### src/hw/rtl/fmsl_pkg.sv
package fmsl_pkg;

	localparam int MAX_STATIONS = 32;
	localparam int IDX_W = (MAX_STATIONS > 1) ? $clog2(MAX_STATIONS) : 1;
	localparam int CNT_W = $clog2(MAX_STATIONS + 1);

	localparam int FREQ_W = 27;
	localparam int LEVEL_W = 4;
	localparam int WORD_W = 14;
	localparam int PLL_SHIFT = 13;

	localparam logic [FREQ_W-1:0] BAND_LOW = FREQ_W'(87500000);
	localparam logic [FREQ_W-1:0] BAND_HIGH = FREQ_W'(108000000);
	localparam logic [FREQ_W:0] PLL_OFFSET = (FREQ_W + 1)'(225000);
	localparam logic [FREQ_W:0] NEAR_SPAN = (FREQ_W + 1)'(300000);
	localparam logic [LEVEL_W-1:0] MIN_LEVEL_RESET = LEVEL_W'(12);

	typedef enum logic [1:0] {
		FUNC_TUNE = 2'd0,
		FUNC_SCAN = 2'd1,
		FUNC_NEXT = 2'd2,
		FUNC_NONE = 2'd3
	} func_t;

	typedef struct packed {
		logic [1:0] func;
		logic [FREQ_W-1:0] frequency_hz;
		logic [LEVEL_W-1:0] level;
		logic stereo;
		logic scan_start;
		logic scan_end;
	} item_t;

	typedef struct packed {
		logic tune_valid;
		logic [WORD_W-1:0] tune_word;
		logic [5:0] station_count;
		logic [4:0] selected_index;
		logic range_error;
		logic list_full;
	} result_t;

	typedef struct packed {
		logic capture;
		logic exec;
		logic read;
		logic finish;
	} ctrl_cmd_t;

	typedef struct packed {
		logic out_free;
	} dp_status_t;

endpackage

### src/hw/rtl/fm_station_scan_list.sv
// FM station list with direct tune, scan and next-station stepping. The block
// works on one item at a time, in steps: the accepting edge registers the
// item, the next edge updates the list and hit history, the next one does the
// registered read of the station memory, and the last forms the tune word into
// the result register. A new item is accepted only after the result of the last
// one has been loaded. The input is free again in the cycle after the result is
// loaded, even while that result still waits downstream. A finished item keeps
// the input stalled only as long as the result register is full and its beat
// is stalled. The station memory needs no clearing after reset: only entries
// below the station count are ever used for a tune. min_level may be written at
// any time the block is idle; cfg_ready is always high.
module fm_station_scan_list (
	input logic clk,
	input logic arst_n,
	input logic item_valid,
	output logic item_stall,
	input fmsl_pkg::item_t item,
	output logic result_valid,
	input logic result_stall,
	output fmsl_pkg::result_t result,
	input logic cfg_valid,
	output logic cfg_ready,
	input logic [fmsl_pkg::LEVEL_W-1:0] cfg_data
);

	fmsl_pkg::ctrl_cmd_t cmd;
	fmsl_pkg::dp_status_t status;
	logic cfg_we;

	assign cfg_ready = 1'b1;
	assign cfg_we = cfg_valid && cfg_ready;

	fmsl_ctrl u_ctrl (
		.clk(clk),
		.arst_n(arst_n),
		.item_valid(item_valid),
		.item_stall(item_stall),
		.status(status),
		.cmd(cmd)
	);

	fmsl_datapath u_datapath (
		.clk(clk),
		.arst_n(arst_n),
		.cmd(cmd),
		.status(status),
		.item(item),
		.cfg_we(cfg_we),
		.cfg_data(cfg_data),
		.result_valid(result_valid),
		.result_stall(result_stall),
		.result(result)
	);

endmodule

### src/hw/rtl/fmsl_ctrl.sv
module fmsl_ctrl (
	input logic clk,
	input logic arst_n,
	input logic item_valid,
	output logic item_stall,
	input fmsl_pkg::dp_status_t status,
	output fmsl_pkg::ctrl_cmd_t cmd
);

	typedef enum logic [3:0] {
		ST_IDLE = 4'b0001,
		ST_EXEC = 4'b0010,
		ST_READ = 4'b0100,
		ST_FINISH = 4'b1000
	} state_t;

	state_t state_q;
	state_t state_next;

	always_comb begin
		state_next = state_q;
		cmd = '0;
		item_stall = 1'b1;
		case (state_q)
			ST_IDLE: begin
				item_stall = 1'b0;
				if (item_valid) begin
					cmd.capture = 1'b1;
					state_next = ST_EXEC;
				end
			end
			ST_EXEC: begin
				cmd.exec = 1'b1;
				state_next = ST_READ;
			end
			ST_READ: begin
				cmd.read = 1'b1;
				state_next = ST_FINISH;
			end
			ST_FINISH: begin
				cmd.finish = 1'b1;
				if (status.out_free) begin
					state_next = ST_IDLE;
				end
			end
			default: begin
				state_next = ST_IDLE;
			end
		endcase
	end

	always_ff @(posedge clk or negedge arst_n) begin
		if (!arst_n) begin
			state_q <= ST_IDLE;
		end else begin
			state_q <= state_next;
		end
	end

endmodule

### src/hw/rtl/fmsl_datapath.sv
module fmsl_datapath (
	input logic clk,
	input logic arst_n,
	input fmsl_pkg::ctrl_cmd_t cmd,
	output fmsl_pkg::dp_status_t status,
	input fmsl_pkg::item_t item,
	input logic cfg_we,
	input logic [fmsl_pkg::LEVEL_W-1:0] cfg_data,
	output logic result_valid,
	input logic result_stall,
	output fmsl_pkg::result_t result
);

	fmsl_pkg::item_t item_q;
	logic [fmsl_pkg::LEVEL_W-1:0] min_level_q;
	logic [fmsl_pkg::CNT_W-1:0] total_q;
	logic [fmsl_pkg::IDX_W-1:0] sel_q;
	logic [fmsl_pkg::FREQ_W-1:0] last_freq_q;
	logic [fmsl_pkg::LEVEL_W-1:0] last_level_q;
	logic [fmsl_pkg::IDX_W-1:0] rd_addr_q;
	logic tune_mem_q;
	logic tune_direct_q;
	logic full_q;
	logic [fmsl_pkg::FREQ_W-1:0] rd_data_q;
	logic out_valid_q;
	fmsl_pkg::result_t out_q;

	logic [fmsl_pkg::FREQ_W-1:0] mem [fmsl_pkg::MAX_STATIONS];

	logic is_scan;
	logic is_next;
	logic [fmsl_pkg::CNT_W-1:0] tot0;
	logic [fmsl_pkg::FREQ_W-1:0] last_freq0;
	logic [fmsl_pkg::LEVEL_W-1:0] last_level0;
	logic hit;
	logic near;
	logic do_replace;
	logic do_append;
	logic do_drop;
	logic [fmsl_pkg::IDX_W-1:0] wr_addr;
	logic [fmsl_pkg::CNT_W-1:0] tot_new;
	logic [fmsl_pkg::CNT_W-1:0] sel_inc;
	logic [fmsl_pkg::IDX_W-1:0] sel_new;
	logic [fmsl_pkg::IDX_W-1:0] rd_addr_next;
	logic tune_mem_next;
	logic [fmsl_pkg::FREQ_W-1:0] tune_freq;
	logic [fmsl_pkg::FREQ_W:0] tune_sum;
	logic tune_req;
	logic in_band;
	logic out_free;
	logic load_out;

	always_comb begin
		is_scan = item_q.func == fmsl_pkg::FUNC_SCAN;
		is_next = item_q.func == fmsl_pkg::FUNC_NEXT;
		tot0 = (is_scan && item_q.scan_start) ? '0 : total_q;
		last_freq0 = item_q.scan_start ? '0 : last_freq_q;
		last_level0 = item_q.scan_start ? '0 : last_level_q;
		hit = is_scan && item_q.stereo && (item_q.level >= min_level_q);
		near = (tot0 != '0) &&
			({1'b0, item_q.frequency_hz} <= ({1'b0, last_freq0} + fmsl_pkg::NEAR_SPAN));
		do_replace = hit && near && (last_level0 <= item_q.level);
		do_append = hit && !near && (tot0 < fmsl_pkg::CNT_W'(fmsl_pkg::MAX_STATIONS));
		do_drop = hit && !near && !do_append;
		wr_addr = do_replace ? fmsl_pkg::IDX_W'(tot0 - fmsl_pkg::CNT_W'(1))
			: fmsl_pkg::IDX_W'(tot0);
		tot_new = tot0 + fmsl_pkg::CNT_W'(do_append);

		// The selection steps only when more than one station is held.
		sel_inc = fmsl_pkg::CNT_W'(sel_q) + fmsl_pkg::CNT_W'(1);
		sel_new = (sel_inc >= total_q) ? '0 : fmsl_pkg::IDX_W'(sel_inc);

		rd_addr_next = '0;
		tune_mem_next = 1'b0;
		if (is_scan && item_q.scan_end && (tot_new != '0)) begin
			tune_mem_next = 1'b1;
		end else if (is_next && (total_q == fmsl_pkg::CNT_W'(1))) begin
			tune_mem_next = 1'b1;
		end else if (is_next && (total_q > fmsl_pkg::CNT_W'(1))) begin
			tune_mem_next = 1'b1;
			rd_addr_next = sel_new;
		end
	end

	always_comb begin
		tune_freq = tune_mem_q ? rd_data_q : item_q.frequency_hz;
		tune_req = tune_mem_q || tune_direct_q;
		in_band = (tune_freq >= fmsl_pkg::BAND_LOW) && (tune_freq <= fmsl_pkg::BAND_HIGH);
		tune_sum = {1'b0, tune_freq} + fmsl_pkg::PLL_OFFSET;
		out_free = !out_valid_q || !result_stall;
		load_out = cmd.finish && out_free;
		status.out_free = out_free;
	end

	always_ff @(posedge clk) begin
		if (cmd.capture) begin
			item_q <= item;
		end
		if (cmd.exec && (do_replace || do_append)) begin
			mem[wr_addr] <= item_q.frequency_hz;
		end
		if (cmd.read) begin
			rd_data_q <= mem[rd_addr_q];
		end
		if (cmd.exec) begin
			rd_addr_q <= rd_addr_next;
			full_q <= do_drop;
		end
		if (load_out) begin
			out_q.tune_valid <= tune_req && in_band;
			out_q.tune_word <= (tune_req && in_band)
				? tune_sum[fmsl_pkg::PLL_SHIFT +: fmsl_pkg::WORD_W] : '0;
			out_q.station_count <= 6'(total_q);
			out_q.selected_index <= 5'(sel_q);
			out_q.range_error <= tune_req && !in_band;
			out_q.list_full <= full_q;
		end
	end

	always_ff @(posedge clk or negedge arst_n) begin
		if (!arst_n) begin
			min_level_q <= fmsl_pkg::MIN_LEVEL_RESET;
			total_q <= '0;
			sel_q <= '0;
			last_freq_q <= '0;
			last_level_q <= '0;
			tune_mem_q <= 1'b0;
			tune_direct_q <= 1'b0;
			out_valid_q <= 1'b0;
		end else begin
			if (cfg_we) begin
				min_level_q <= cfg_data;
			end
			if (cmd.exec) begin
				total_q <= tot_new;
				if (is_next && (total_q > fmsl_pkg::CNT_W'(1))) begin
					sel_q <= sel_new;
				end
				if (hit) begin
					last_freq_q <= item_q.frequency_hz;
					last_level_q <= item_q.level;
				end else if (is_scan && item_q.scan_start) begin
					last_freq_q <= '0;
					last_level_q <= '0;
				end
				tune_mem_q <= tune_mem_next;
				tune_direct_q <= item_q.func == fmsl_pkg::FUNC_TUNE;
			end
			if (load_out) begin
				out_valid_q <= 1'b1;
			end else if (!result_stall) begin
				out_valid_q <= 1'b0;
			end
		end
	end

	assign result_valid = out_valid_q;
	assign result = out_q;

endmodule

### config.mk
export PLATFORM = sky130hd
export DESIGN_NAME = fm_station_scan_list
export DESIGN_NICKNAME = d
export VERILOG_FILES = /design/src/hw/rtl/fmsl_pkg.sv /design/src/hw/rtl/fm_station_scan_list.sv /design/src/hw/rtl/fmsl_ctrl.sv /design/src/hw/rtl/fmsl_datapath.sv
export SDC_FILE = /design/constraint.sdc
export NUM_CORES = 1
export LEC_CHECK = 0
export BUFFER_PORTS_ARGS = -buffer_cell sky130_fd_sc_hd__buf_2
export CORE_ASPECT_RATIO = 1.4
export CORE_MARGIN = 2
export CORE_UTILIZATION = 61
export CTS_BUF_LIST = sky130_fd_sc_hd__clkbuf_8
export CTS_CLUSTER_DIAMETER = 120
export DETAILED_ROUTE_END_ITERATION = 10
export PLACE_DENSITY = 0.81
export SYNTH_ARGS = -nofsm -noshare
export SYNTH_HDL_FRONTEND = slang
export SYNTH_SLANG_ARGS = --single-unit
### constraint.sdc
create_clock -name clk -period 9.8 [get_ports clk]
set_input_delay 0.49 -clock clk [delete_from_list [all_inputs] [get_ports clk]]
set_output_delay 0.49 -clock clk [all_outputs]
set_load 0.005 [all_outputs]
Word-level counts from Yosys, hierarchy flattened
Memory sizes are Yosys's and may differ from the RTL's. A register that Yosys moved wholly into a read port is not among the register bits.
Index checks and enable logic that the tools add are counted.
{ "word_totals": {"register_bits": 123, "ram_bits": 864, "in_bits": 45, "out_inout_bits": 31, "wordCells": 108, "mem_count": 1} }
{ "memory_table": {"columns": ["memory", "words", "word_bits", "rd", "rd_ports_with_merged_regs", "write_ports", "line", "text"], "rows": [
  ["u_datapath.mem", 32, 27, 1, 1, 1, "fmsl_datapath.sv:28", "logic [fmsl_pkg::FREQ_W-1:0] mem [fmsl_pkg::MAX_STATIONS];"]
]} }
{ "classes": {"add_sub_neg": 5, "order_cmp": 8, "eq_ne": 10, "mux": 26, "bitwise_logic": 1, "n_reduce_logical": 34} }
{ "ops": {"columns": ["operator", "count"], "rows": [
  ["$mux W27", 4],
  ["$add A27 B19 Y28 const B", 1],
  ["$le A27 B28 Y1", 1],
  ["$add A27 B18 Y27 const B", 1],
  ["$ge A27 B27 Y1 const B", 1],
  ["$le A27 B27 Y1 const B", 1],
  ["$mux W4", 5],
  ["$logic_and A1 B1 Y1", 18],
  ["$pmux W4 S4", 1],
  ["$mux W1", 13],
  ["$reduce_bool A6 Y1", 2],
  ["$mux W5", 2],
  ["$add A5 B1 Y6 const B", 1],
  ["$add A6 B1 Y6", 1],
  ["$eq A6 B1 Y1 const B", 1],
  ["$ge A6 B6 Y1", 1],
  ["$gt A6 B1 Y1 const B", 1],
  ["$lt A6 B6 Y1 const B", 1],
  ["$mux W6", 1],
  ["$reduce_and A2 Y1", 3],
  ["$logic_not A1 Y1", 5],
  ["$sub A5 B1 Y5 const B", 1],
  ["$eq A4 B1 Y1 const B", 1],
  ["$eq A4 B2 Y1 const B", 1],
  ["13 further kinds", 16]
]} }

Longest topological paths before layout
{ "logic_depth": {"ltp_word": 12, "depth_mapped": 25, "depth_no_buf": 22} }

Modules after synthesis
Synthesis repeated with hierarchy kept, for this count alone.
{ "hier_totals": {"cells_unflattened": 1961, "hier_area_um2": 40765.3} }
{ "modules_own_cells": {"columns": ["module", "instances", "cells_each", "area_per_inst_um2", "seq_area_each_um2"], "rows": [
  ["fmsl_datapath", 1, 1941, 40545.1, 30086.4],
  ["fmsl_ctrl", 1, 18, 209.0, 101.3],
  ["fm_station_scan_list", 1, 2, 11.3, 0.0]
]} }

Worst setup path after synthesis
OpenSTA, ideal clock, no wires.
{ "synth_path": {"kind": "reg2reg", "start": "register u_datapath.item_q[1] (netlist bit)", "end": "memory u_datapath.mem[4][0] (netlist bit), enable pin", "setup_time_ns": 0.452, "t_arrival_ns": 6.410, "t_required_ns": 9.348, "setup_slack_ns": 2.938, "stages_incl_launch_ff": 20, "path_buffers": 3, "synth_period_minus_slack_ns": 6.862, "cell_sequence": "edfxtp_1 clkbuf_1 clkbuf_1 nand2b_1 ha_1 nor4b_1 nor4_1 or2_2 nand2_1 xnor2_1 nand2b_1 ha_1 a21o_1 a21o_1 a311o_1 or4_4 buf_6 a2111oi_4 nand3_1 a211oi_1"} }
{ "synth_via": {"elab_chain_len": 11, "elab_cells_between_ends": 21, "classes_between": "add/sub (2); order compare (3); mux (6); reduce/logical (10)"} }
{ "synth_rtl": {"columns": ["element", "line", "text"], "rows": [
  ["from (decl)", "fmsl_datapath.sv:14", "fmsl_pkg::item_t item_q;"],
  ["from (signal assigned)", "fmsl_datapath.sv:97", "item_q <= item;"],
  ["$mux W27 / $logic_and A1 B1 Y1 (equally long branches)", "fmsl_datapath.sv:57, fmsl_datapath.sv:56", null],
  ["$add A27 B19 Y28 / $mux W6 (equally long branches)", "fmsl_datapath.sv:61, fmsl_datapath.sv:56", null],
  ["$le A27 B28 Y1 / $reduce_bool A6 Y1 (equally long branches)", "fmsl_datapath.sv:61, fmsl_datapath.sv:60", null],
  ["$logic_and A1 B1 Y1", "fmsl_datapath.sv:60", "near = (tot0 != '0) &&"],
  ["$logic_not A1 Y1", "fmsl_datapath.sv:63", "do_append = hit && !near && (tot0 < fmsl_pkg::CNT_W'(fmsl_pkg::MAX_STATIONS));"],
  ["$logic_and A1 B1 Y1 (2 in series)", "fmsl_datapath.sv:63", null],
  ["$logic_or A1 B1 Y1", "fmsl_datapath.sv:99", "if (cmd.exec && (do_replace || do_append)) begin"],
  ["$logic_and A1 B1 Y1", "fmsl_datapath.sv:99", null],
  ["$mux W1", "fmsl_datapath.sv:99", null],
  ["$mux W1 (not written as such)", "fmsl_datapath.sv:100", "mem[wr_addr] <= item_q.frequency_hz;"],
  ["to (decl)", "fmsl_datapath.sv:28", null]
]} }
Parallel ways exist; a longest one is shown, timed or not.

Final worst setup path
{ "layout_path": {"start": "register u_datapath.item_q[1] (netlist bit)", "end": "memory u_datapath.mem[7][13] (netlist bit), enable pin"} }
The elaborated chain is that of the path after synthesis.

==> flow_summary.ini <==
[logic_synthesis]
ys_async_sr_fraction_pct = 5.227
synthCells = 1962
ys_seq_area_share_pct = 74.01
synthTopCellsByArea = edfxtp_1, mux4_2, dfrtp_1
synth_edf_count = 961
syn_nets = 2054
ys_warn_count = 0
synth_top_area_share_pct = 70.75
yosysTopAreaCell = edfxtp_1
synth_cell_types = 74
synth_flop_cell = edfxtp_1
netlist_area_um2 = 40790
avgSynthCellArea_um2 = 20.79
ys_ff_latch = 1014

[pwr]
irDropWorstVdd_mv = 0.2228
power_density_nw_per_um2 = 215.5
leakagePower_nw = 14.99
p_seq_share_pct = 52.4
internal-power_mw = 7.220
p_sw_mw = 2.648
clkPwrFrac_pct = 30.9
p_comb_share_pct = 16.7
switching_share_pct = 26.83

[timing]
holdWs_ps = 100.2
fin_skew_ps = 40.50
slew_headroom_pct = 13.13
drv_slew = 0
min_period_ps = 6214
layout_setup_ws_ps = 3586
max_freq_mhz = 160.9
tightest_slew_ps = 1303
finalSetupViolCount = 0
setup-tns-final_ps = 0
finalCritPeriodShare_pct = 63.41
rsz0062_at_grt = false
hold_viol = 0

[finish]
syn2layout_area_growth_pct = 12.27
nNetsFinal = 2302
drive_gt1_share_pct = 29.94
fill_cells = 3906

[detailed_routing]
drtPass1Iterations = 6
dr_wl_met2_um = 49440
ant_nets = 0
drt_drc_violations_left = 0
viasPerCell = 6.613
vias = 20971
wl_per_cell_um = 29.20
routedLengthMet1_um = 32370
top_layer = met4
drt_iter0_drc = 2445
wirelength_um = 92590
dr_wl_met3_um = 6710

[critical_path]
start_kind = flop
cp_max_fo = 39
arrival_ps = 6650
endpoint_kind = flop
cp.required_ps = 10230
crit_type = flop to flop

[floorplanning]
dieArea_um2 = 68980
core.rowCount = 112
num_io_pins = 76
fp.coreArea_um2 = 66420
die_w_um = 222.6
initial_utilization_pct = 61.41
die_h_um = 310.0

[clocking]
postCtsHoldBufs = 48
clock_latency_ps = 780
cts-htree-levels = 4
cts_sinks = 1014
cts_buffers = 139
cts_post_setup_buffers_inserted = 0
cts_root_buf = clkbuf_8
cts_resized = 0
clk_path_buf_depth = 3
clkTransAtPathRegs_ps = 60
tritoncts = done

[placement]
dp_slack_ps = 3640
portBuffers = 74
hpwl_um = 53780
routabilityCongestion = 0.8852

[grt]
track_usage_pct = 27.47
grt_pass1_wl_um = 136900
grt_pass1_vias = 21801
grt_max_degree = 151
grt.overflow.total = 0
antenna_found_initial = 1

[worst_hold_path]
hold_class = input port to flop

[run]
drv_cap = 0

[run_status]
status = finished clean
-- kinds of logic (layout without fill, tap and decap cells) --
group           count (synthesis)  in the layout  synth area share (%)
simple gates                  245            245                 3.116
compound gates                186            186                 3.463
xor+xnor                       28             28                0.6012
flops                        1014           1014                 74.01
fa+ha+maj                      47             47                 1.442
mux                           316            316                 16.13
other cells                     1              2              0.009193
buf+inv                       125            478                 1.233
-- area by class of cell --
type / instances / area, µm² / share of cell area, %
Antenna cell: 1 / 2.502 / 0.005464
Clock buffer: 145 / 1996 / 4.358
Clock inverter: 101 / 609.3 / 1.331
Inverter: 33 / 123.9 / 0.2705
Multi-Input combinational cell: 823 / 10350 / 22.61
Sequential cell: 1014 / 30190 / 65.92
Tap cell: 855 / 1070 / 2.336
Timing Repair Buffer: 199 / 1454 / 3.175
-- cells in the final DEF (no fill, tap or decap), drive strengths merged, types with 17 or more instances in the layout --
cell type	n
a21oi	33
mux2	30
dlygate4sd3	48
inv	70
nor3	49
nand3	17
a211oi	18
a22o	31
clkinv	53
nand2b	19
edfxtp	961
buf	151
nand2	52
dfrtp	50
clkbuf	145
ha	47
mux4	270
o21ai	27
nor2	44
-- through the flow --
stage	total power, mW	cell area (µm²)	cells	util (%)
detailed placement	6.874	42710	2876	64.30
global route	10.21	45800	3171	68.95
CTS	9.901	45790	3170	68.94
finish	9.868	45800	3171	68.95
floorplan	6.314	40790	1962	-
global placement	6.804	42710	2876	64.30
-- power groups by stage --
stage	Combinational [mW]	Clock (mW)	Sequential [mW]
floorplan	0.976	0	5.34
global placement	1.56	0	5.25
detailed placement	1.62	0	5.26
CTS	1.64	3.10	5.17
global route	1.76	3.26	5.18
finish	1.65	3.05	5.17
-- worst max-delay path, stage by stage (launching register included) --
cell	delay, ps
edfxtp_1	330
buf_4	340
nand2b_1	190
ha_1	250
nor4b_1	460
nor4_1	190
or2_2	380
nand2_1	90
xnor2_1	120
nand2b_1	70
ha_1	300
a21o_1	170
a21o_1	200
a311o_1	330
or4_4	640
a21oi_2	350
a32oi_2	430
a211oi_4	620
buf_4	410
-- worst paths after layout --
kind                                           start                    endpoint  slack (ps)  cells past startpoint
min in group asynchronous                     arst_n    u_datapath.tune_direct_q         390                      3
worst max-delay path            u_datapath.item_q[1]       u_datapath.mem[7][13]        3590                     18
worst max register to register  u_datapath.item_q[1]       u_datapath.mem[7][13]        3590                     18
worst min register to register     u_datapath.full_q        u_datapath.result[0]         430                      0
worst min-delay path                       cfg_valid   u_datapath.min_level_q[0]         100                      2
max in group asynchronous                     arst_n  u_datapath.last_freq_q[18]        8940                      3
-- metal layers --
layer | GRT usage [%] | up-vias
li1 | - | 8714
met1 | 33.76 | 10952
met2 | 48.48 | 1096
met3 | 4.287 | 209
met4 | 12.75 | 0
met5 | 0 | -
-- sequential cells by signal, summed over array words and instances, names as in the netlist, 4 cells and up --
name,count
u_datapath.last_level_q,4
u_datapath.sel_q,5
u_datapath.result,28
u_ctrl.state_q,4
u_datapath.min_level_q,4
u_datapath.total_q,6
u_datapath.last_freq_q,27
u_datapath.rd_addr_q,5
u_datapath.rd_data_q,27
u_datapath.mem,864
u_datapath.item_q,36
-- cells in the mapped netlist, drive strengths merged (6+ instances only) --
| library cell | n |
|---|---|
| edfxtp | 961 |
| mux4 | 270 |
| clkbuf | 62 |
| nand2 | 52 |
| dfrtp | 50 |
| nor3 | 49 |
| ha | 47 |
| nor2 | 44 |
| a21oi | 33 |
| inv | 33 |
| a22o | 31 |
| buf | 30 |
| mux2 | 30 |
| o21ai | 27 |
| nand2b | 19 |
| a211oi | 18 |
| nand3 | 17 |
| mux2i | 16 |
| nor2b | 14 |
| xnor2 | 14 |
| xor2 | 14 |
| a21o | 11 |
| nand4 | 9 |
| a2111oi | 8 |
| a31oi | 7 |
| nor3b | 7 |
| o31ai | 7 |
| nand3b | 6 |
No activity file was read; power rests on OpenSTA's default activity.
